File: config.mk
export PLATFORM = sky130hd
export DESIGN_NAME = cas_div
export DESIGN_NICKNAME = d
export VERILOG_FILES = /design/src/cas_pkg.sv /design/src/cas_div.sv
export SDC_FILE = /design/constraint.sdc
export NUM_CORES = 1
export LEC_CHECK = 0
export BUFFER_PORTS_ARGS = -buffer_cell sky130_fd_sc_hd__buf_2
export CAP_MARGIN = 20
export CORE_MARGIN = 1
export CORE_UTILIZATION = 49
export CTS_BUF_LIST = sky130_fd_sc_hd__clkbuf_8
export DETAILED_ROUTE_END_ITERATION = 8
export GPL_TIMING_DRIVEN = 0
export HOLD_SLACK_MARGIN = 0.03
export PLACE_DENSITY = 0.69
export SLEW_MARGIN = 20
export SYNTH_ARGS = -nofsm -noshare
export SYNTH_HDL_FRONTEND = slang
export SYNTH_SLANG_ARGS = --single-unit
File: constraint.sdc
create_clock -name i_clk -period 5.8 [get_ports i_clk]
set_input_delay 1.16 -clock i_clk [delete_from_list [all_inputs] [get_ports i_clk]]
set_output_delay 1.16 -clock i_clk [all_outputs]
set_load 0.005 [all_outputs]
File: src/cas_pkg.sv
// Package: shared types and constants of the cache attack score detector.
`timescale 1ns / 1ps
`default_nettype none
package cas_pkg;

    localparam int CFG_IDX_W  = 2;
    localparam int CFG_DATA_W = 24;
    localparam int DIV_W      = 50;
    localparam int Q_W        = 17;

    localparam logic [CFG_IDX_W-1:0] CFG_CORE_THR  = 2'd0;
    localparam logic [CFG_IDX_W-1:0] CFG_PROC_THR  = 2'd1;
    localparam logic [CFG_IDX_W-1:0] CFG_MIN_INSTR = 2'd2;
    localparam logic [CFG_IDX_W-1:0] CFG_MIN_CACHE = 2'd3;

    localparam logic [1:0] VERDICT_UNKNOWN   = 2'd0;
    localparam logic [1:0] VERDICT_NORMAL    = 2'd1;
    localparam logic [1:0] VERDICT_MALICIOUS = 2'd2;

    localparam logic [Q_W-1:0]    Q_ONE     = 17'h10000;
    localparam logic signed [17:0] Q_NEG_ONE = 18'sh30000;
    localparam logic [4:0]        DIV_STEPS = 5'd16;
    localparam logic [25:0]       RECIP5    = 26'd13421773;

    typedef struct packed {
        logic        entity_kind;
        logic [9:0]  entity_index;
        logic        fine_grain;
        logic [47:0] cycle_count;
        logic [47:0] instruction_count;
        logic [47:0] l3_misses;
        logic [47:0] l3_hits;
        logic [47:0] l2_hits;
        logic [47:0] sample_time;
    } t_in_item;

    typedef struct packed {
        logic [1:0]         verdict;
        logic signed [31:0] score_after;
    } t_out_item;

    typedef struct packed {
        logic [47:0]        detect_time;
        logic signed [31:0] score;
    } t_entry;

endpackage
`default_nettype wire

File: src/cas_div.sv
// Serial restoring divider giving a Q1.16 ratio of two counts.
`timescale 1ns / 1ps
`default_nettype none
module cas_div (
    input  logic                         i_clk,
    input  logic                         i_rst_n,
    input  logic                         i_start,
    input  logic [cas_pkg::DIV_W-1:0]    i_num,
    input  logic [cas_pkg::DIV_W-1:0]    i_den,
    output logic                         o_busy,
    output logic                         o_done,
    output logic [cas_pkg::Q_W-1:0]      o_quot
);
    import cas_pkg::*;

    logic             r_run;
    logic             r_done;
    logic [4:0]       r_cnt;
    logic [DIV_W-1:0] r_rem;
    logic [DIV_W-1:0] r_den;
    logic [Q_W-1:0]   r_quot;
    logic [DIV_W:0]   w_shift;
    logic [DIV_W:0]   w_diff;
    logic             w_ge;

    assign w_shift = {r_rem, 1'b0};
    assign w_ge    = w_shift >= {1'b0, r_den};
    assign w_diff  = w_shift - {1'b0, r_den};

    always_ff @(posedge i_clk) begin
        if (!i_rst_n) begin
            r_run  <= 1'b0;
            r_done <= 1'b0;
            r_cnt  <= '0;
        end else begin
            if (i_start) begin
                r_rem  <= i_num;
                r_den  <= i_den;
                r_quot <= (i_num >= i_den) ? Q_ONE : '0;
                r_done <= (i_num >= i_den);
                if (i_num < i_den) begin
                    r_run <= 1'b1;
                    r_cnt <= DIV_STEPS;
                end
            end else if (r_run) begin
                r_rem  <= w_ge ? w_diff[DIV_W-1:0] : w_shift[DIV_W-1:0];
                r_quot <= {r_quot[Q_W-2:0], w_ge};
                r_cnt  <= r_cnt - 5'd1;
                r_done <= (r_cnt == 5'd1);
                if (r_cnt == 5'd1) begin
                    r_run <= 1'b0;
                end
            end else begin
                r_done <= 1'b0;
            end
        end
    end

    assign o_busy = r_run;
    assign o_done = r_done;
    assign o_quot = r_quot;

endmodule
`default_nettype wire

# After elaboration in Yosys (flattened, before gate mapping)
# Cells that the tools add are included.
dict set report classes {
  add_sub_neg 2
  n_lt_le_gt_ge 3
  eq_ne 2
  muxes 15
  n_reduce_logical 4
}
# op count
set op_table {}
lappend op_table {{50-bit 2-to-1 mux} 3}
lappend op_table {{51-bit by 50-bit >= comparator with 1-bit output} 1}
lappend op_table {{17-bit 2-to-1 mux} 3}
lappend op_table {{50-bit >= comparator} 1}
lappend op_table {{50-bit < comparator} 1}
lappend op_table {{50-bit subtractor} 1}
lappend op_table {{5-bit 2-to-1 mux} 3}
lappend op_table {{1-bit 2-to-1 mux} 6}
lappend op_table {{2-bit AND reduction} 3}
lappend op_table {{5-bit by 1-bit == test with 1-bit output (second input constant)} 1}
lappend op_table {{5-bit by 1-bit subtractor with 5-bit output (second input constant)} 1}
lappend op_table {{2-bit by 1-bit != test with 1-bit output (second input constant)} 1}
lappend op_table {{2-bit nonzero test} 1}
dict set report word_totals {
  ff_bits 124
  input_bits 103
  out_inout_bits 19
  wordCells 32
}

# Logic depth before layout (Yosys ltp)
# Gate-level depths: netlist of the first run.
dict set report depth {
  word_depth 4
  depth_mapped 14
  depth_no_buf 11
}

# Worst setup path before layout of the first run
# OpenSTA, ideal clock, no wires.
dict set report synth_path {
  path_type {input to register}
  startpoint {in i_start}
  endpoint {reg r_quot[0], in the netlist o_quot[0], enable pin}
  setup_time_ns 0.430
  t_arrival_ns 3.272
  slack_ns 2.098
  path_stages 3
  path_buffers 2
  path_cell_list {clkbuf_1 > clkbuf_1 > o21a_1}
}
dict set report synth_via {
  elab_chain_cells 2
}
# element line_no
set synth_lines {}
lappend synth_lines {{from (decl)} cas_div.sv:7} ;# input logic i_start,
lappend synth_lines {{2-bit nonzero test (no source line)} --}
lappend synth_lines {{2-bit AND reduction (no source line)} --}
lappend synth_lines {{to (signal assigned)} cas_div.sv:39} ;# r_quot <= (i_num >= i_den) ? Q_ONE : '0;
lappend synth_lines {{to (signal assigned)} cas_div.sv:47} ;# r_quot <= {r_quot[Q_W-2:0], w_ge};
lappend synth_lines {{to (decl)} cas_div.sv:21} ;# logic [Q_W-1:0] r_quot;
# Every way passes these cells.
# A chain may end at the register's enable or synchronous reset.

# Worst setup path after layout of the first run
dict set report layout_path {
  startpoint {in i_den[48] (netlist bit)}
  endpoint {reg r_done, in the netlist o_done}
}
dict set report layout_via {
  elab_chain_cells 2
}
# element line_no
set layout_lines {}
lappend layout_lines {{from (decl)} cas_div.sv:9} ;# input logic [cas_pkg::DIV_W-1:0] i_den,
lappend layout_lines {{50-bit >= comparator} cas_div.sv:40} ;# r_done <= (i_num >= i_den);
lappend layout_lines {{1-bit 2-to-1 mux} cas_div.sv:36} ;# if (i_start) begin
lappend layout_lines {{to (signal assigned)} cas_div.sv:40}
lappend layout_lines {{to (signal assigned)} cas_div.sv:49} ;# r_done <= (r_cnt == 5'd1);
lappend layout_lines {{to (decl)} cas_div.sv:17} ;# logic r_done;
# Every way passes these cells.

==> flow_metrics.py, run 1 <==
metrics = {
    "outcome": {
        "run_status": "finished clean",
    },
    "sta": {
        "clock_skew_ps": 14.6,
        "worst_slack_ps": 1620,
        "rsz0062_at_grt": "false",
        "hold_viol": 0,
        "relSlewSlack": 0.328,
        "worst_pin_slew_ps": 999,
        "fmax_mhz": 239,
        "setup_tns_ps": 0,
        "setup_viol_count_final": 0,
        "finalMaxSlewViolations": 0,
        "fin_crit_sh": 0.721,
        "min_period_ps": 4180,
    },
    "placement": {
        "io_buffers": 121,
        "place_congestion": 0.944,
        "dpl.cell_count": 1426,
        "postPlaceCellArea_mm2": 0.0105,
        "pre_cts_ws_ps": 1460,
        "post-dp-hpwl_mm": 20.4,
    },
    "critical_path": {
        "arrival_ps": 4550,
        "slowest_stage": "nor4_1",
        "cp-end-kind": "flop",
        "slowest_delay_ps": 920,
        "rr_startpoint": "r_rem[0]",
        "crit_chain": "buf_2, inv_1, ha_1, nand4_1, nor4_1, nand4_1, o21ai_0, a31oi_1, a21o_1, a21boi_0",
        "crit_fanout": 6,
        "required_ps": 6170,
        "r2r_setup_slack_ps": 1880,
        "critPathLaunchType": "primary input",
        "crit_type": "primary input to flop",
        "setup.worst_path.start": "i_den[48]",
        "worst_path_most_repeated_cell": "nand4_1",
    },
    "clocking": {
        "cts-root-buf": "clkbuf_8",
        "clk_latency_ps": 470,
        "cts_max_level": 4,
        "cts_buffers": 17,
        "cts.sinks": 124,
        "hold_buffers": 0,
        "tritoncts": "yes",
        "cts_resized": 0,
        "post_cts_buffers": 0,
        "cts.path.max_buffers": 2,
        "cts.clk_slew.worst_paths_ps": 90,
    },
    "synthesis": {
        "synth_nets": 1249,
        "netlist_instances": 1043,
        "yosysSeqAreaShare": 0.382,
        "ys_types": 77,
        "synth_area_mm2": 0.00956,
        "synth_edf_count": 117,
        "async_flop_share": 0,
        "postSynthAreaPerCell_um2": 9.16,
        "synth_flop_cell": "edfxtp_1",
        "yosysWarnings": 0,
        "ys_ff_latch": 124,
    },
    "detailed_routing": {
        "wl_mm": 26.9,
        "drt_iter0_markers": 731,
        "dr.pass1.iters": 5,
        "vias_per_cell": 5.80,
        "drc": 0,
        "ant_nets": 0,
        "wire_per_inst_um": 18.5,
        "vias": 8454,
    },
    "run": {
        "cap_violations": 0,
    },
    "min_path": {
        "hold_path.class": "flop to flop",
        "hp-start": "r_cnt[3]",
    },
    "floorplanning": {
        "start_util": 0.506,
        "pin_count": 122,
        "fp.dieH_um": 142,
        "coreArea_mm2": 0.0189,
        "die_w_um": 142,
        "die_area_mm2": 0.0201,
        "fp-row-count": 50,
    },
    "final_layout": {
        "final_cell_mix": "127 x buf_2, 117 x edfxtp_1, 116 x inv_1",
        "antenna_cells": 0,
        "final_cells": 1458,
        "drive_above_1_share": 0.158,
        "syn_to_final_growth_pct": 14.6,
        "final_common_cell": "buf_2",
        "final_area_mm2": 0.0109,
        "final_nets": 1391,
    },
    "power": {
        "switchingPower_mw": 1.07,
        "p_comb_frac": 0.333,
        "pwr-share-seq": 0.384,
        "p_per_area_mw_per_mm2": 264,
        "power.leakage_nw": 4.92,
        "internal_power_mw": 1.82,
        "swShare": 0.370,
        "power_frac_clock": 0.283,
        "ir_drop_v": 0.000151,
    },
    "grt": {
        "grt_pass1_vias": 8099,
        "grt_overflow_total": 0,
        "grt_max_degree": 47,
        "antenna_found_initial": 0,
        "gr-usage-all-layers": 0.278,
        "grt_first_pass_wirelength_mm": 42.4,
    },
}
## final cells by class
class,count,area [um2]
fillers,1774,7950
multi-input cells,763,5300
flip-flops and latches,124,3650
repair buffers,123,653
inverters,117,439
well taps,260,325
clock buffers,17,234
plain buffers,39,173
clock inverters,15,170
## sequential cells by signal (all words and copies together), names as in the netlist
| register | cells |
|---|---|
| o_done | 1 |
| o_busy | 1 |
| r_den | 50 |
| r_rem | 50 |
| r_cnt | 5 |
| o_quot | 17 |
## metal layers
layer | part of all wire | global-route usage | up-vias
met2 | 0.45 | 0.452 | 325
met4 | 0.022 | 0.0883 | 0
met5 | 0 | 0 | -
met3 | 0.068 | 0.0408 | 42
met1 | 0.46 | 0.382 | 3984
li1 | - | - | 4103
## path summary, 6_finish.rpt
path / to / cells after the start
min reg2reg: r_cnt[3] / 1
max: o_done / 10
min: r_cnt[3] / 1
max reg2reg: r_rem[44] / 10
## worst max-delay path: cells and delay by family
kind | cells | cell delay, ps
and+or+nand+nor | 3 | 1600
AOI/OAI and AO/OA | 4 | 1320
adders and majority gates | 1 | 310
buffers and inverters | 2 | 160
## cells in the mapped netlist (11+ instances only)
cell | n | area, um2
xnor2_1 | 31 | 272
o21bai_1 | 13 | 97.6
nand3_1 | 21 | 105
a21o_1 | 49 | 368
nor3_1 | 18 | 90.1
inv_1 | 116 | 435
clkbuf_1 | 29 | 109
nand2_1 | 101 | 379
a21oi_1 | 76 | 380
o21ai_0 | 53 | 265
a31oi_1 | 31 | 194
ha_1 | 102 | 1280
edfxtp_1 | 117 | 3510
nand4_1 | 22 | 138
and3_1 | 11 | 68.8
nor2_1 | 67 | 251
nor2b_1 | 21 | 131
## kinds of logic (layout without fill, tap and decap cells)
logic type / after synthesis / in the layout / share of synthesized area
buffers and inverters: 156 / 311 / 0.0640
flip-flops: 124 / 124 / 0.382
multiplexers: 8 / 8 / 0.00851
AND/OR/NAND/NOR: 313 / 313 / 0.162
XOR/XNOR: 38 / 38 / 0.0348
AO/OA/AOI/OAI: 301 / 301 / 0.213
adder cells (fa/ha/maj): 103 / 103 / 0.136
## metrics by stage
stage               utilization  hold WS, ps  power, mW
floorplan                     -          433       1.80
global placement          0.555          453       2.05
detailed placement        0.558          469       2.07
CTS                       0.579          487       2.88
global route              0.579          520       3.04
finish                    0.579          496       2.89
## power groups by stage
stage               logic, mW  clock network (mW)  registers [mW]
floorplan               0.676                   0            1.12
global placement        0.922                   0            1.13
detailed placement      0.941                   0            1.13
CTS                     0.947               0.826            1.11
global route             1.06               0.856            1.12
finish                  0.960               0.818            1.11
(Power assumes the default switching activity.)
==> run 2, diff against run 1 <==
--- a/config.mk
+++ b/config.mk
@@ -13,7 +13,7 @@
 export DETAILED_ROUTE_END_ITERATION = 8
 export GPL_TIMING_DRIVEN = 0
 export HOLD_SLACK_MARGIN = 0.03
-export PLACE_DENSITY = 0.69
+export PLACE_DENSITY = 0.72
 export SLEW_MARGIN = 20
 export SYNTH_ARGS = -nofsm -noshare
 export SYNTH_HDL_FRONTEND = slang
==> constraint.sdc (replaced) <==
create_clock -name i_clk -period 3.36 [get_ports i_clk]
set_input_delay 0.672 -clock i_clk [delete_from_list [all_inputs] [get_ports i_clk]]
set_output_delay 0.672 -clock i_clk [all_outputs]
set_load 0.005 [all_outputs]
==> run 2 against run 1 <==
Effect of this change:
- total power increased by 76%
- clock-buffer cell count unchanged
- global-route usage decreased by 0.14 points
- first-iteration DRC count increased by 4.1%
- non-clock buffer count increased by 3
- routed wire length increased by 0.79%
- worst setup slack got worse by 1600 ps
- register-to-register slack got worse by 1800 ps
- critical path type is now flop to flop
==> flow_metrics.py, run 2 (synthesis results as in run 1) <==
metrics = {
    "detailed_routing": {
        "ant_nets": 0,
        "vias_per_cell": 5.78,
        "dr.pass1.iters": 6,
        "vias": 8449,
        "wl_mm": 27.1,
        "drc": 0,
        "wire_per_inst_um": 18.6,
        "drt_iter0_markers": 761,
    },
    "final_layout": {
        "antenna_cells": 0,
        "final_nets": 1394,
        "final_common_cell": "buf_2",
        "final_area_mm2": 0.0112,
        "final_cell_mix": "124 x buf_2, 117 x edfxtp_1, 116 x inv_1",
        "syn_to_final_growth_pct": 16.9,
        "drive_above_1_share": 0.185,
        "final_cells": 1461,
    },
    "critical_path": {
        "crit_buf_inv": 1,
        "required_ps": 3560,
        "cp-end-kind": "flop",
        "cpLargestDelayFamily": "compound AO/OA/AOI/OAI gates",
        "crit_chain": "ha_1, nor2b_1, o2111ai_2, a31oi_4, o211ai_2, a311oi_4, o311a_4, nor2_4, buf_4, mux2i_1, o21ai_0",
        "slowest_stage": "edfxtp_1",
        "arrival_ps": 3500,
        "critPathLaunchType": "flop",
        "slowest_delay_ps": 470,
        "rr_startpoint": "r_rem[0]",
        "setup.worst_path.start": "r_rem[0]",
        "crit_fanout": 10,
        "crit_type": "flop to flop",
    },
    "power": {
        "power_mw": 5.08,
        "power.leakage_nw": 4.98,
        "p_per_area_mw_per_mm2": 455,
        "ir_drop_v": 0.000247,
    },
    "sta": {
        "rsz0062_at_grt": "true",
        "min_period_ps": 3300,
        "setup_viol_count_final": 0,
        "fmax_mhz": 303,
        "worst_pin_slew_ps": 901,
        "hold_viol": 0,
        "fin_crit_sh": 0.982,
        "finalMaxSlewViolations": 0,
        "clock_skew_ps": 14.1,
        "relSlewSlack": 0.396,
    },
    "placement": {
        "io_buffers": 121,
        "place_congestion": 0.927,
        "dpl.cell_count": 1425,
        "post-dp-hpwl_mm": 20.4,
        "postPlaceCellArea_mm2": 0.0105,
    },
    "grt": {
        "grtUsageMet1": 0.388,
        "gr-usage-all-layers": 0.277,
        "grt_overflow_total": 0,
        "grt_max_degree": 51,
        "grt_first_pass_wirelength_mm": 42.6,
        "antenna_found_initial": 0,
        "grt_busiest_layer": "met2",
        "grt_use_met3": 0.0354,
        "grt_pass1_vias": 8170,
        "met2_usage": 0.448,
    },
    "clocking": {
        "cts-root-buf": "clkbuf_8",
        "clk_latency_ps": 480,
        "cts.sinks": 124,
        "cts.clk_slew.worst_paths_ps": 100,
        "tritoncts": "yes",
        "cts.path.max_buffers": 2,
        "cts_buffers": 17,
        "cts_max_level": 4,
        "hold_buffers": 0,
    },
    "min_path": {
        "hold_path.class": "primary input to flop",
        "hp-start": "i_den[41]",
    },
    "floorplanning": {
        "start_util": 0.506,
        "fp-row-count": 50,
        "pin_count": 122,
        "coreArea_mm2": 0.0189,
        "die_area_mm2": 0.0201,
        "fp.dieH_um": 142,
        "die_w_um": 142,
    },
    "run": {
        "cap_violations": 0,
    },
    "outcome": {
        "run_status": "finished clean",
    },
}
-- run 2: cell count changes in the layout (fill, tap and decap cells not counted), moves of 3 or more --
cell	before	now
buf_2	127	124
buf_4	3	11
clkbuf_1	29	21
clkbuf_2	0	3
ha_1	102	97
ha_2	0	3
o21ai_0	53	50
-- run 2: area by class of cell --
| class | count | area [um2] |
|---|---|---|
| Fill cell | 1738 | 7720 |
| Multi-Input combinational cell | 763 | 5480 |
| Sequential cell | 124 | 3650 |
| Timing Repair Buffer | 131 | 693 |
| Inverter | 117 | 439 |
| Tap cell | 260 | 325 |
| Clock buffer | 17 | 234 |
| Buffer | 34 | 176 |
| Clock inverter | 15 | 173 |
-- run 2: worst paths after layout --
check / endpoint / slack [ps] / cells past startpoint
worst min-delay path: r_den[41] / 370 / 1
worst min register to register: r_cnt[3] / 480 / 1
worst max register to register: r_rem[1] / 60 / 11
worst max-delay path: r_rem[1] / 60 / 11
-- run 2: per-layer routing --
metal,part of all wire,vias to the layer above
met2,0.46,288
met1,0.46,4041
met4,0.018,0
li1,-,4093
met5,0,-
met3,0.059,27
-- run 2: per-stage QoR --
stage | hold WS (ps) | util | setup TNS, ps | setup slack, ps
6_report | 374 | 0.591 | 0 | 59.4
5_1_grt | 362 | 0.591 | -750 | -94.3
4_1_cts | 363 | 0.583 | 0 | 6.03
3_5_place_dp | 459 | 0.557 | -11060 | -570
3_3_place_gp | 451 | 0.555 | -152280 | -1400
2_1_floorplan | 433 | - | 0 | 146
-- run 2: power by group --
part           internal, mW  switching, mW  leakage, nW  total [mW]
Combinational         0.703           1.03         3.62        1.73
Clock                 0.631          0.804        0.203        1.43
Sequential             1.85         0.0629         1.16        1.92
-- run 2: what timing repair did --
action                                  in CTS  in global routing
resized for setup                           18                 26
buffers inserted                             1                  8
endpoints found under the setup margin      48                 50
pin swaps                                    4                 10
-- run 2: worst reg2reg max path: stages, from the launching register on --
cell and delay, ps:
edfxtp_1 470, ha_1 350, nor2b_1 170, o2111ai_2 250
a31oi_4 150, o211ai_2 270, a311oi_4 180, o311a_4 370
nor2_4 170, buf_4 250, mux2i_1 280, o21ai_0 110
