### src/cas_pkg.sv
// Package: shared types and constants of the cache attack score detector.
`timescale 1ns / 1ps
`default_nettype none
package cas_pkg;

    localparam int CFG_IDX_W  = 2;
    localparam int CFG_DATA_W = 24;
    localparam int DIV_W      = 50;
    localparam int Q_W        = 17;

    localparam logic [CFG_IDX_W-1:0] CFG_CORE_THR  = 2'd0;
    localparam logic [CFG_IDX_W-1:0] CFG_PROC_THR  = 2'd1;
    localparam logic [CFG_IDX_W-1:0] CFG_MIN_INSTR = 2'd2;
    localparam logic [CFG_IDX_W-1:0] CFG_MIN_CACHE = 2'd3;

    localparam logic [1:0] VERDICT_UNKNOWN   = 2'd0;
    localparam logic [1:0] VERDICT_NORMAL    = 2'd1;
    localparam logic [1:0] VERDICT_MALICIOUS = 2'd2;

    localparam logic [Q_W-1:0]    Q_ONE     = 17'h10000;
    localparam logic signed [17:0] Q_NEG_ONE = 18'sh30000;
    localparam logic [4:0]        DIV_STEPS = 5'd16;
    localparam logic [25:0]       RECIP5    = 26'd13421773;

    typedef struct packed {
        logic        entity_kind;
        logic [9:0]  entity_index;
        logic        fine_grain;
        logic [47:0] cycle_count;
        logic [47:0] instruction_count;
        logic [47:0] l3_misses;
        logic [47:0] l3_hits;
        logic [47:0] l2_hits;
        logic [47:0] sample_time;
    } t_in_item;

    typedef struct packed {
        logic [1:0]         verdict;
        logic signed [31:0] score_after;
    } t_out_item;

    typedef struct packed {
        logic [47:0]        detect_time;
        logic signed [31:0] score;
    } t_entry;

endpackage
`default_nettype wire

### src/cas_mem.sv
// Single-port-write, single-port-read entry memory with registered read data.
`timescale 1ns / 1ps
`default_nettype none
module cas_mem #(
    parameter int DEPTH  = 16,
    parameter int ADDR_W = 4
) (
    input  logic                  i_clk,
    input  logic                  i_we,
    input  logic [ADDR_W-1:0]     i_waddr,
    input  cas_pkg::t_entry       i_wdata,
    input  logic [ADDR_W-1:0]     i_raddr,
    output cas_pkg::t_entry       o_rdata
);
    import cas_pkg::*;

    t_entry r_mem [DEPTH];

    always_ff @(posedge i_clk) begin
        if (i_we) begin
            r_mem[i_waddr] <= i_wdata;
        end
        o_rdata <= r_mem[i_raddr];
    end

endmodule
`default_nettype wire

### config.mk
export PLATFORM = sky130hd
export DESIGN_NAME = cas_mem
export DESIGN_NICKNAME = d
export VERILOG_FILES = /design/src/cas_pkg.sv /design/src/cas_mem.sv
export SDC_FILE = /design/constraint.sdc
export NUM_CORES = 1
export LEC_CHECK = 0
export BUFFER_PORTS_ARGS = -buffer_cell sky130_fd_sc_hd__buf_2
export CAP_MARGIN = 20
export CELL_PAD_IN_SITES_DETAIL_PLACEMENT = 1
export CELL_PAD_IN_SITES_GLOBAL_PLACEMENT = 1
export CORE_MARGIN = 10
export CORE_UTILIZATION = 40
export CTS_CLUSTER_DIAMETER = 150
export DETAILED_ROUTE_END_ITERATION = 12
export PLACE_DENSITY = 0.56
export SYNTH_ARGS = -nofsm -noshare
export SYNTH_HDL_FRONTEND = slang
export SYNTH_SLANG_ARGS = --single-unit
### constraint.sdc
create_clock -name i_clk -period 12.6 [get_ports i_clk]
set_clock_uncertainty 0.2 [all_clocks]
set_input_delay 2.52 -clock i_clk [delete_from_list [all_inputs] [get_ports i_clk]]
set_output_delay 2.52 -clock i_clk [all_outputs]
set_load 0.05 [all_outputs]
### After elaboration in Yosys (flattened, before gate mapping)

Memory sizes are Yosys's and may differ from the RTL's. A register that Yosys moved wholly into a read port is not among the register bits.
Index checks and enable logic that the tools add are counted.

* register bits after elaboration: 0
* latch bits: 0
* RAM bits: 1280
* bits in read-only memories: 0
* bits of input ports: 90
* output and inout bits: 80
* logic and storage cells: 3
* memories: 1

* $add $sub $neg: 0
* $mul: 0
* div/mod/pow operators: 0
* order comparisons: 0
* equal/unequal tests: 0
* shift operators: 0
* multiplexer cells: 2
* bitwise operators: 0
* reductions and logical operators: 0

Memories
* r_mem: depth 16, width 80, rd ports 1, clocked after memory_dff 1, wr ports 1, RTL line cas_mem.sv:17 `t_entry r_mem [DEPTH];`

Operators by type and width (number)
* 1-bit 2-to-1 mux: 2

### Depth between registers and ports, before layout

Gate-level depths: netlist of run 1.

* depth in word-level cells: 2
* gate-level depth with buffers: 6
* mapped depth without buffers: 3

### Worst setup path after synthesis of run 1

OpenSTA, ideal clock, no wires.

* kind: input to register
* start: in i_waddr[2]
* end: mem r_mem[0][0] in the netlist's numbering, enable pin
* library setup time: 0.618 ns
* data arrival time: 8.456 ns
* required time: 11.782 ns
* setup slack: 3.327 ns
* stages on the path: 2
* buffers on the path: 0
* path through: or3b_2 nor3_1

RTL lines
* start, declared: RTL line cas_mem.sv:10 `input logic [ADDR_W-1:0] i_waddr,`
* end, declared: RTL line cas_mem.sv:17

Straight into the memory's write port.

==> key figures, run 1 <==
Logic synthesis
  • Main combinational cell family by area after synthesis: multiplexers
  • FFs w/ async S/R, synth: 0%
  • Register area share after synthesis: between 80% and 90%
  • Synth Area in Adders: 0%
  • Post-synthesis mux area share: 14.6%
  • Xor/xnor share of the synthesized area: 0%
  • Post-synth EDFFs: 1,280
  • Post-Synthesis Cells: about 2,100
  • Simple-gate share of the synthesized area: less than 1%
  • Synth Area in Compound Gates: around 2.4%
  • Mapped Area: approximately 50,000 µm²
  • #FFs+latches synth: 1,360
  • Warning count from the yosys run: 0
  • Area fraction of the dominant cell type after synthesis: 77.8%
  • Largest area contributor in the netlist: edfxtp_1
  • Post-synthesis cell type count: 18
  • Post-synth net total: roughly 2,100
  • Count leader, synth: edfxtp_1
  • Most used flip-flop cell after synthesis: edfxtp_1
  • Syn Area/Cell: around 24 µm²
  • Top post-synthesis cells by count: edfxtp_1, mux4_2, a22oi_1
  • Dominant cells by area after synthesis: edfxtp_1, mux4_2, dfxtp_1

Timing
  • Tcrit/Tclk final: between 40% and 50%
  • Slew Viols, Final: 0
  • Fmax: roughly 0.19 GHz
  • TNS Setup: 0 ns
  • Final WS setup: 7.30 ns
  • Slew headroom: 22.7%
  • Fin. Hold Viols: 0
  • Tmin final: roughly 5.3 ns
  • Worst-margin pin slew: around 1.2 ns
  • Setup Viol. Count Final: 0
  • RSZ-0062 raised after global routing: false
  • Hold WS: around 0.46 ns

Worst setup path
  • Depth of the most critical reg-to-reg path: 3
  • Slowest stage delay, CP: ~0.86 ns
  • Worst EP arrival: around 5.7 ns
  • Startpoint types: input port
  • Crit end category: register
  • Critical path class: input port to register
  • CP required: around 13 ns
  • CP max-delay cell: buf_4
  • CP Cell Sequence: buf_8 > buf_12 > buf_4 > mux4_2 > a22oi_1 > nand2_1
  • Worst Path Max Fanout: roughly 100

Status
  • Status: completed

Placement
  • GPL Wtd Cong: between 0.6 and 0.7
  • Port Buffers: about 170
  • Post-Place Setup Slack: around 6.4 ns
  • Hpwl dp: around 59,000 µm

Floorplanning
  • CORE AREA: 122,000 µm²
  • # rows: roughly 130
  • Starting density of the core: a little over 40%
  • Die W: between 300 and 400 µm
  • Total die area: between 100,000 and 150,000 µm²
  • Die Height: about 370 µm
  • Top Ports: 170

Drt
  • ANT nets after route: 0
  • Vias/cell: 5.53
  • Wire per inst: ~30 µm
  • Post-route DRC violation count: 0
  • 1st-iter DRT viols: 1,788
  • Routed wire length: approximately 120,000 µm
  • Drt first pass iters: 5
  • Total number of vias: ~22,000

Final layout
  • Share of layout cells above drive strength 1: between 30 and 40%
  • Area growth syn-to-layout: 14.6%
  • Final nets: between 2,000 and 2,500
  • Util after Layout: between 40% and 50%
  • Storage cell area: 40,000 µm²
  • Multi-input gate area: about 9000 µm²
  • Fill cell count: around 11,000

CTS
  • CTS hold repair buffers: 0
  • Clock Path Buffers: 3
  • # clock sinks: 1,360
  • Worst-path clk slew: roughly 0.060 ns
  • Cts bufs inserted: 142
  • Root Driver: clkbuf_16
  • H-Tree Depth: 4
  • Worst skew pair latency: approximately 0.74 ns
  • Post-CTS setup buffer count: 0
  • Post-CTS Resized: 0
  • CTS tree: yes

Run
  • Max-cap viol count: 0

Pwr
  • Leak pwr: between 0.015 and 0.02 µW
  • Total power: approximately 9600 µW
  • Max VDD drop: between 100 and 150 µV
  • Pwr dens: about 170 nW/µm²

Global route
  • Initial antenna violation count: 26
  • GR Util All Layers: 17.8%
  • Total gr overflow: 0
  • First-pass GRT wire length: between 150,000 and 200,000 µm
  • Grt met1 use: between 20% and 30%
  • Most crowded layer after global routing: met2
  • Largest net degree at the start of global routing: 105
  • Met2 usage: between 30% and 40%
  • Vias in the first global route: between 20,000 and 25,000
  • M3 GR Usage: approximately 3.3%

Min path
  • Hold Path Stages: 3
  • Hold crit path type: register to register
cells in the final DEF (no fill, tap or decap):
cell type / synthesis / final
nor2b_4: 0 / 2
nand2b_1: 2 / 2
buf_8: 0 / 2
mux4_2: 320 / 320
nand3_1: 1 / 1
clkbuf_1: 40 / 50
dfxtp_1: 80 / 80
buf_16: 0 / 1
or3b_2: 1 / 1
and2_4: 0 / 1
clkbuf_8: 0 / 9
clkinv_2: 0 / 18
buf_4: 4 / 47
diode_2: 0 / 5
clkinvlp_4: 0 / 1
edfxtp_1: 1280 / 1280
a22oi_1: 160 / 160
nor2_4: 0 / 13
bufinv_16: 0 / 3
nor3_2: 0 / 4
nand3b_1: 2 / 2
clkinv_1: 0 / 21
nand2_1: 81 / 81
clkbuf_16: 0 / 147
buf_12: 0 / 1
buf_2: 23 / 167
inv_6: 0 / 7
metrics by stage:
stage / cells / area (µm²)
3_3_place_gp: 3789 / 52300
5_1_grt: 4047 / 56600
2_1_floorplan: 2054 / 49400
6_report: 4051 / 56600
4_1_cts: 4045 / 56600
3_5_place_dp: 3789 / 52300
logic make-up (layout without fill, tap and decap cells):
kind of cell           count (synthesis)  count (layout)
AO/OA/AOI/OAI                        160             160
buffers and inverters                107             474
flip-flops                          1360            1360
other                                  0               5
AND/OR/NAND/NOR                      107             107
multiplexers                         320             320
registers in the layout (all words and copies together) (netlist names):
name and count:
o_rdata 80, r_mem 1280
power breakdown:
group	internal [µW]	leakage (µW)	total [µW]	switching (µW)
registers	5060	0.0122	5100	37.6
clock network	2260	0.00211	3920	1670
logic	174	0.00370	537	363
total	7490	0.0181	9560	2070
worst max-delay path, delay by kind of cell:
kind                   cells  cell delay, ns
AOI/OAI and AO/OA          1            0.22
and+or+nand+nor            1            0.08
muxes                      1            0.61
buffers and inverters      3            2.04
path summary, 6_finish.rpt:
path	startpoint	slack [ns]	to
worst max-delay path	i_raddr[0]	7.30	o_rdata[69]$_DFF_P_
worst min register to register	r_mem[12][40]$_DFFE_PP_	0.46	o_rdata[40]$_DFF_P_
worst min-delay path	r_mem[12][40]$_DFFE_PP_	0.46	o_rdata[40]$_DFF_P_
worst max register to register	r_mem[11][29]$_DFFE_PP_	10.99	o_rdata[29]$_DFF_P_
routing by layer:
metal,wire length (µm),vias to the layer above
met5,128,-
met4,2800,20
met3,5600,200
met2,62300,506
met1,52600,12350
li1,-,9316
area by class of cell:
class | instances | share of cell area (%)
Sequential cell | 1360 | 70.7
Multi-Input combinational cell | 587 | 15.8
Clock buffer | 206 | 7.04
Tap cell | 1625 | 3.59
Timing Repair Buffer | 218 | 2.24
Clock inverter | 50 | 0.579
Antenna cell | 5 | 0.0221
No activity file was read; power rests on OpenSTA's default activity.
==> inputs of run 2 (changes only) <==
==> constraint.sdc (replaced) <==
create_clock -name i_clk -period 5.43 [get_ports i_clk]
set_clock_uncertainty 0.2 [all_clocks]
set_input_delay 1.086 -clock i_clk [delete_from_list [all_inputs] [get_ports i_clk]]
set_output_delay 1.086 -clock i_clk [all_outputs]
set_load 0.05 [all_outputs]
==> key figures, run 2 (synthesized netlist as in run 1, its figures left out) <==
Placement
  • GPL Wtd Cong: 0.680 (-1.2%)
  • Port Buffers: 169 (unchanged)
  • Hpwl dp: 55,700 µm (-5.0%)
  • Post-Place Setup Slack: 1.93 ns (-4.50 ns)

CTS
  • Post-CTS Resized: 0 (unchanged)
  • CTS hold repair buffers: 0 (unchanged)
  • # clock sinks: 1,360 (unchanged)
  • Worst-path clk slew: 0.06 ns (about the same)
  • Cts bufs inserted: 146 (+2.8%)
  • Root Driver: clkbuf_16
  • Clock Path Buffers: 3 (unchanged)
  • CTS tree: yes
  • H-Tree Depth: 4 (unchanged)
  • Post-CTS setup buffer count: 0 (unchanged)
  • Worst skew pair latency: 0.74 ns (about the same)

Floorplanning
  • # rows: 128 (unchanged)
  • Die W: 372 µm (unchanged)
  • CORE AREA: 122,000 µm² (unchanged)
  • Starting density of the core: 40.4% (unchanged)
  • Top Ports: 170 (unchanged)
  • Total die area: 138,000 µm² (unchanged)
  • Die Height: 372 µm (unchanged)

Pwr
  • Leak pwr: 0.0183 µW (+1.3%)
  • Pwr dens: 395 nW/µm² (+130%)
  • Max VDD drop: 339 µV (+180%)
  • Total power: 22,600 µW (+140%)

Timing
  • Fin. Hold Viols: 0 (unchanged)
  • Setup Viol. Count Final: 0 (unchanged)
  • Final WS setup: 2.60 ns (-4.69 ns)
  • Worst-margin pin slew: 1.09 ns (-0.0685 ns)
  • Slew Viols, Final: 0 (unchanged)
  • Slew headroom: 27.0% (+4.3 points)
  • Tcrit/Tclk final: between 50% and 60%
  • Fmax: roughly 0.35 GHz
  • RSZ-0062 raised after global routing: false
  • Tmin final: around 2.8 ns

Worst setup path
  • Startpoint types: register
  • Worst Path Max Fanout: 1 (-99%)
  • CP max-delay cell: dfxtp_1
  • CP Cell Sequence: buf_2
  • CP required: 4.14 ns (-8.88 ns)
  • CP top delay family: flip-flops
  • Total buffers and inverters traversed by the critical path: 1 (-2)
  • Slowest stage delay, CP: 0.48 ns (-0.38 ns)
  • Critical path class: register to primary output
  • Worst EP arrival: 1.54 ns (-4.18 ns)
  • Crit end category: primary output

Global route
  • Largest net degree at the start of global routing: 84 (-20%)
  • First-pass GRT wire length: 176,000 µm (-0.39%)
  • Total gr overflow: 0 (unchanged)
  • GR Util All Layers: 17.7% (-0.18 points)
  • Initial antenna violation count: 25 (-3.8%)
  • Vias in the first global route: 24,806 (+0.92%)

Status
  • Status: completed

Drt
  • Wire per inst: 29.8 µm (-2.2%)
  • Post-route DRC violation count: 0 (unchanged)
  • ANT nets after route: 0 (unchanged)
  • 1st-iter DRT viols: 1,899 (+6.2%)
  • Drt first pass iters: 7 (+2)
  • Vias/cell: 5.49 (-0.66%)
  • Routed wire length: 121,000 µm (-1.9%)
  • Total number of vias: 22,304 (-0.39%)

Final layout
  • Share of layout cells above drive strength 1: 30.8% (+0.092 points)
  • Final nets: 2,398 (-0.042%)
  • Commonest non-fill, non-tap cell in the layout: edfxtp_1
  • Util after Layout: 46.9% (+0.58 points)
  • Commonest cells after routing, fill and taps aside: edfxtp_1, mux4_2, buf_2
  • Number of flip-flops in the largest register: 1,280 (unchanged)
  • Largest registers: r_mem: 1280 flops, o_rdata: 80 flops
  • Largest Register: r_mem
  • Area growth syn-to-layout: 16.1%

Min path
  • Hold crit path type: register to register

Run
  • Max-cap viol count: 0 (unchanged)
[run 2: cell count changes in the layout (fill, tap and decap cells not counted), sizes merged]
cell      before  now
clkinv        39   50
buf          218  213
clkbuf       206  210
bufinv         3    6
inv            7    4
diode          5    7
clkinvlp       1    0
[run 2: through the flow]
step	TNS (ns)	cell area (µm²)	hold slack (ns)	std cells
2_1_floorplan	-58.42	49400	0.435	2054
3_3_place_gp	0	52700	0.456	3784
3_5_place_dp	0	52700	0.459	3784
4_1_cts	0	57300	0.458	4054
5_1_grt	0	57300	0.490	4057
6_report	0	57400	0.469	4062
[run 2: power breakdown]
group          switching [µW]  leakage, µW  internal (µW)  total, µW
Clock                    3930      0.00226           5620       9550
Sequential               87.7       0.0122          11700      11800
Combinational             843      0.00379            419       1260
Total                    4860       0.0183          17800      22600
[run 2: worst paths after layout]
kind	from	endpoint	slack (ns)	depth (start not counted)
worst max-delay path	o_rdata[15]$_DFF_P_	o_rdata[15]	2.60	1
worst min register to register	r_mem[15][5]$_DFFE_PP_	o_rdata[5]$_DFF_P_	0.47	3
worst max register to register	r_mem[11][29]$_DFFE_PP_	o_rdata[29]$_DFF_P_	3.80	3
worst min-delay path	r_mem[15][5]$_DFFE_PP_	o_rdata[5]$_DFF_P_	0.47	3
[run 2: cell type report]
type	count	area, µm²
fill	10823	64800
tap	1625	2030
antenna	7	17.5
multi-input combinational	587	9000
clock inverter	60	432
sequential	1360	40000
timing repair buffer	213	1660
clock buffer	210	4180
[run 2: per-layer routing]
layer | share of wire, % | vias to the layer above | track usage (%)
met5 | 0.083 | - | 0
met4 | 2.2 | 14 | 4.80
met3 | 4.8 | 190 | 3.38
met2 | 51 | 514 | 30.2
met1 | 42 | 12228 | 23.0
li1 | - | 9358 | -
[run 2: worst reg2reg max path, stage by stage, from the launching register on]
cell and delay [ns]:
edfxtp_1 0.37, mux4_2 0.47, a22oi_1 0.24, nand2_1 0.19
==> inputs of run 3 (changes only) <==
--- a/config.mk
+++ b/config.mk
@@ -13,7 +13,7 @@
 export CORE_UTILIZATION = 40
 export CTS_CLUSTER_DIAMETER = 150
 export DETAILED_ROUTE_END_ITERATION = 12
-export PLACE_DENSITY = 0.56
+export PLACE_DENSITY = 0.59
 export SYNTH_ARGS = -nofsm -noshare
 export SYNTH_HDL_FRONTEND = slang
 export SYNTH_SLANG_ARGS = --single-unit
==> constraint.sdc (replaced) <==
create_clock -name i_clk -period 2.32 [get_ports i_clk]
set_clock_uncertainty 0.2 [all_clocks]
set_input_delay 0.464 -clock i_clk [delete_from_list [all_inputs] [get_ports i_clk]]
set_output_delay 0.464 -clock i_clk [all_outputs]
set_load 0.05 [all_outputs]
==> key figures, run 3 (synthesized netlist as in run 1, its figures left out) <==
Status
  • Status: completed

Timing
  • Slew headroom: 73.3% (+46 points)
  • Fin. Hold Viols: 0 (unchanged)
  • RSZ-0062 raised after global routing: false
  • Fmax: roughly 0.45 GHz
  • Worst-margin pin slew: 0.400 ns (-0.691 ns)
  • Setup Viol. Count Final: 0 (unchanged)
  • Slew Viols, Final: 0 (unchanged)
  • Hold WS: 0.101 ns (-0.368 ns)
  • Tcrit/Tclk final: between 90% and 100%
  • Tmin final: between 2 and 2.5 ns

Pwr
  • Part of the power in registers: 50.6% (-1.6 points)
  • Pwr dens: 900 nW/µm² (+130%)
  • Cell Int Power: 42,900 µW (+140%)
  • Switch Pwr: 11,800 µW (+140%)
  • Max VDD drop: 739 µV (+120%)
  • Combinational group share of total power: 6.2% (+0.6 points)
  • Clock power share: 43.2% (+1.0 points)
  • Total power: 54,700 µW (+140%)
  • Leak pwr: 0.0199 µW (+9.1%)
  • Switching fraction of total power: 21.6% (+0.14 points)

Drt
  • ANT nets after route: 0 (unchanged)
  • Drt first pass iters: 5 (-2)
  • Metal-1 WL: 53,700 µm (+5.1%)
  • Total number of vias: 23,703 (+6.3%)
  • Met3 routed WL: 6690 µm (+15%)
  • Max layer used: met5
  • 1st-iter DRT viols: 2,371 (+25%)
  • Vias/cell: 5.51 (+0.37%)
  • Met2 wire length: 62,200 µm (+1.3%)
  • Post-route DRC violation count: 0 (unchanged)
  • Routed wire length: 125,000 µm (+3.4%)
  • Wire per inst: 29.1 µm (-2.3%)

Final layout
  • Final nets: 2,642 (+10%)
  • Non-filler cells, final: 4,301 (+5.9%)
  • Fill cell count: 10,695 (-1.2%)
  • Share of layout cells above drive strength 1: 35.3% (+4.5 points)
  • Util after Layout: 49.8% (+2.9 points)
  • Largest registers: r_mem: 1280 flops, o_rdata: 80 flops
  • Area growth syn-to-layout: 23.1%
  • Commonest cells after routing, fill and taps aside: edfxtp_1, mux4_2, buf_2
  • Largest Register: r_mem
  • Commonest non-fill, non-tap cell in the layout: edfxtp_1
  • Number of flip-flops in the largest register: 1,280 (unchanged)

Worst setup path
  • Worst EP arrival: 1.56 ns (+0.02 ns)
  • R2R Path End: o_rdata[78]$_DFF_P_
  • Startpoint types: register
  • CP top delay family: flip-flops
  • Setup crit start: o_rdata[14]$_DFF_P_
  • FF-to-FF setup slack: 0.66 ns (-3.14 ns)
  • CP Cell Sequence: clkbuf_4
  • Critical path class: register to primary output
  • Depth of the most critical reg-to-reg path: 3 (unchanged)
  • Total buffers and inverters traversed by the critical path: 1 (unchanged)
  • Crit end category: primary output
  • CP required: 1.66 ns (-2.48 ns)
  • Slowest stage delay, CP: 0.49 ns (about the same)
  • CP max-delay cell: dfxtp_1
  • Reg2reg start: r_mem[2][78]$_DFFE_PP_
  • Worst Path Max Fanout: 1 (unchanged)

Floorplanning
  • # rows: 128 (unchanged)
  • Die W: 372 µm (unchanged)
  • Starting density of the core: 40.4% (unchanged)
  • CORE AREA: 122,000 µm² (unchanged)
  • Die Height: 372 µm (unchanged)
  • Total die area: 138,000 µm² (unchanged)
  • Top Ports: 170 (unchanged)

Min path
  • Hold crit path type: input port to register
  • Hold path start: i_raddr[1]
  • Hold Path Stages: 4 (+1)
  • Hold endpoint: o_rdata[7]$_DFF_P_

CTS
  • Worst skew pair latency: 0.76 ns (+0.02 ns)
  • Root Driver: clkbuf_16
  • Cts bufs inserted: 145 (-0.68%)
  • CTS tree: yes
  • H-Tree Depth: 4 (unchanged)
  • # clock sinks: 1,360 (unchanged)
  • Clock Path Buffers: 3 (unchanged)
  • Worst-path clk slew: 0.06 ns (about the same)
  • Post-CTS setup buffer count: 0 (unchanged)

Placement
  • GPL Wtd Cong: 0.736 (+8.2%)
  • Dpl cells: 3,950 (+4.4%)
  • Port Buffers: 169 (unchanged)
  • Hpwl dp: 74,000 µm (+33%)

Global route
  • Initial antenna violation count: 7 (-72%)
  • GR Util All Layers: 18.3% (+0.61 points)
  • Total gr overflow: 0 (unchanged)
  • Largest net degree at the start of global routing: 50 (-40%)
  • Vias in the first global route: 25,865 (+4.3%)
  • First-pass GRT wire length: 183,000 µm (+4.0%)

Run
  • Max-cap viol count: 0 (unchanged)
run 3: changes by cell type in the layout (fill, tap and decap cells not counted), sizes merged, moves of 6 or more:
cell         change
buf            +164
clkbuf          -25
bufinv          +12
diode            -6
inv              +7
dlygate4sd3     +80
run 3: cell type report:
cell class / count / area [µm²] / area share [%]
timing repair buffer: 458 / 4810 / 7.91
tap: 1625 / 2030 / 3.34
multi-input combinational: 587 / 9030 / 14.8
clock buffer: 184 / 3950 / 6.49
antenna: 1 / 2.50 / 0.00411
sequential: 1360 / 40000 / 65.8
clock inverter: 86 / 972 / 1.60
run 3: worst register-to-register path, delay by kind of cell, from the launching register on:
kind | cells | cell delay (ns)
mux | 1 | 0.47
flops | 1 | 0.38
compound gates | 1 | 0.25
simple gates | 1 | 0.20
run 3: how the worst max path moves through the flow:
stage	end	cells past startpoint
6_report	o_rdata[14]	1
5_1_grt	o_rdata[14]	1
4_1_cts	o_rdata[27]	1
3_5_place_dp	o_rdata[53]$_DFF_P_	7
3_3_place_gp	o_rdata[53]$_DFF_P_	7
2_1_floorplan	r_mem[0][0]$_DFFE_PP_	2
run 3: per-stage QoR:
| stage | TNS [ns] | area, µm² | worst slack, ns |
|---|---|---|---|
| floorplan | -664.90 | 49600 | -1.19 |
| global placement | -0.208 | 55100 | -0.120 |
| detailed placement | -0.227 | 55100 | -0.136 |
| CTS | 0 | 60800 | 0.0180 |
| global route | 0 | 60800 | 0.0433 |
| finish | 0 | 60800 | 0.0952 |
run 3: layer usage:
layer	vias to the layer above	track usage, %
met5	-	0
li1	9844	-
met3	188	3.37
met2	705	30.0
met1	12962	25.1
met4	4	4.75
run 3: power groups by stage:
stage               Combinational, µW  Sequential, µW  Clock [µW]
global route                     3620           27700       25300
detailed placement               3320           28200           0
finish                           3380           27700       23700
global placement                 3250           28200           0
floorplan                        1320           28700           0
CTS                              3450           27700       24200
run 3: repair_timing:
action                      CTS  global route
hold endpoints to repair   1280             0
setup endpoints to repair     0             1
resized for setup             0             1
hold buffers                 80             0
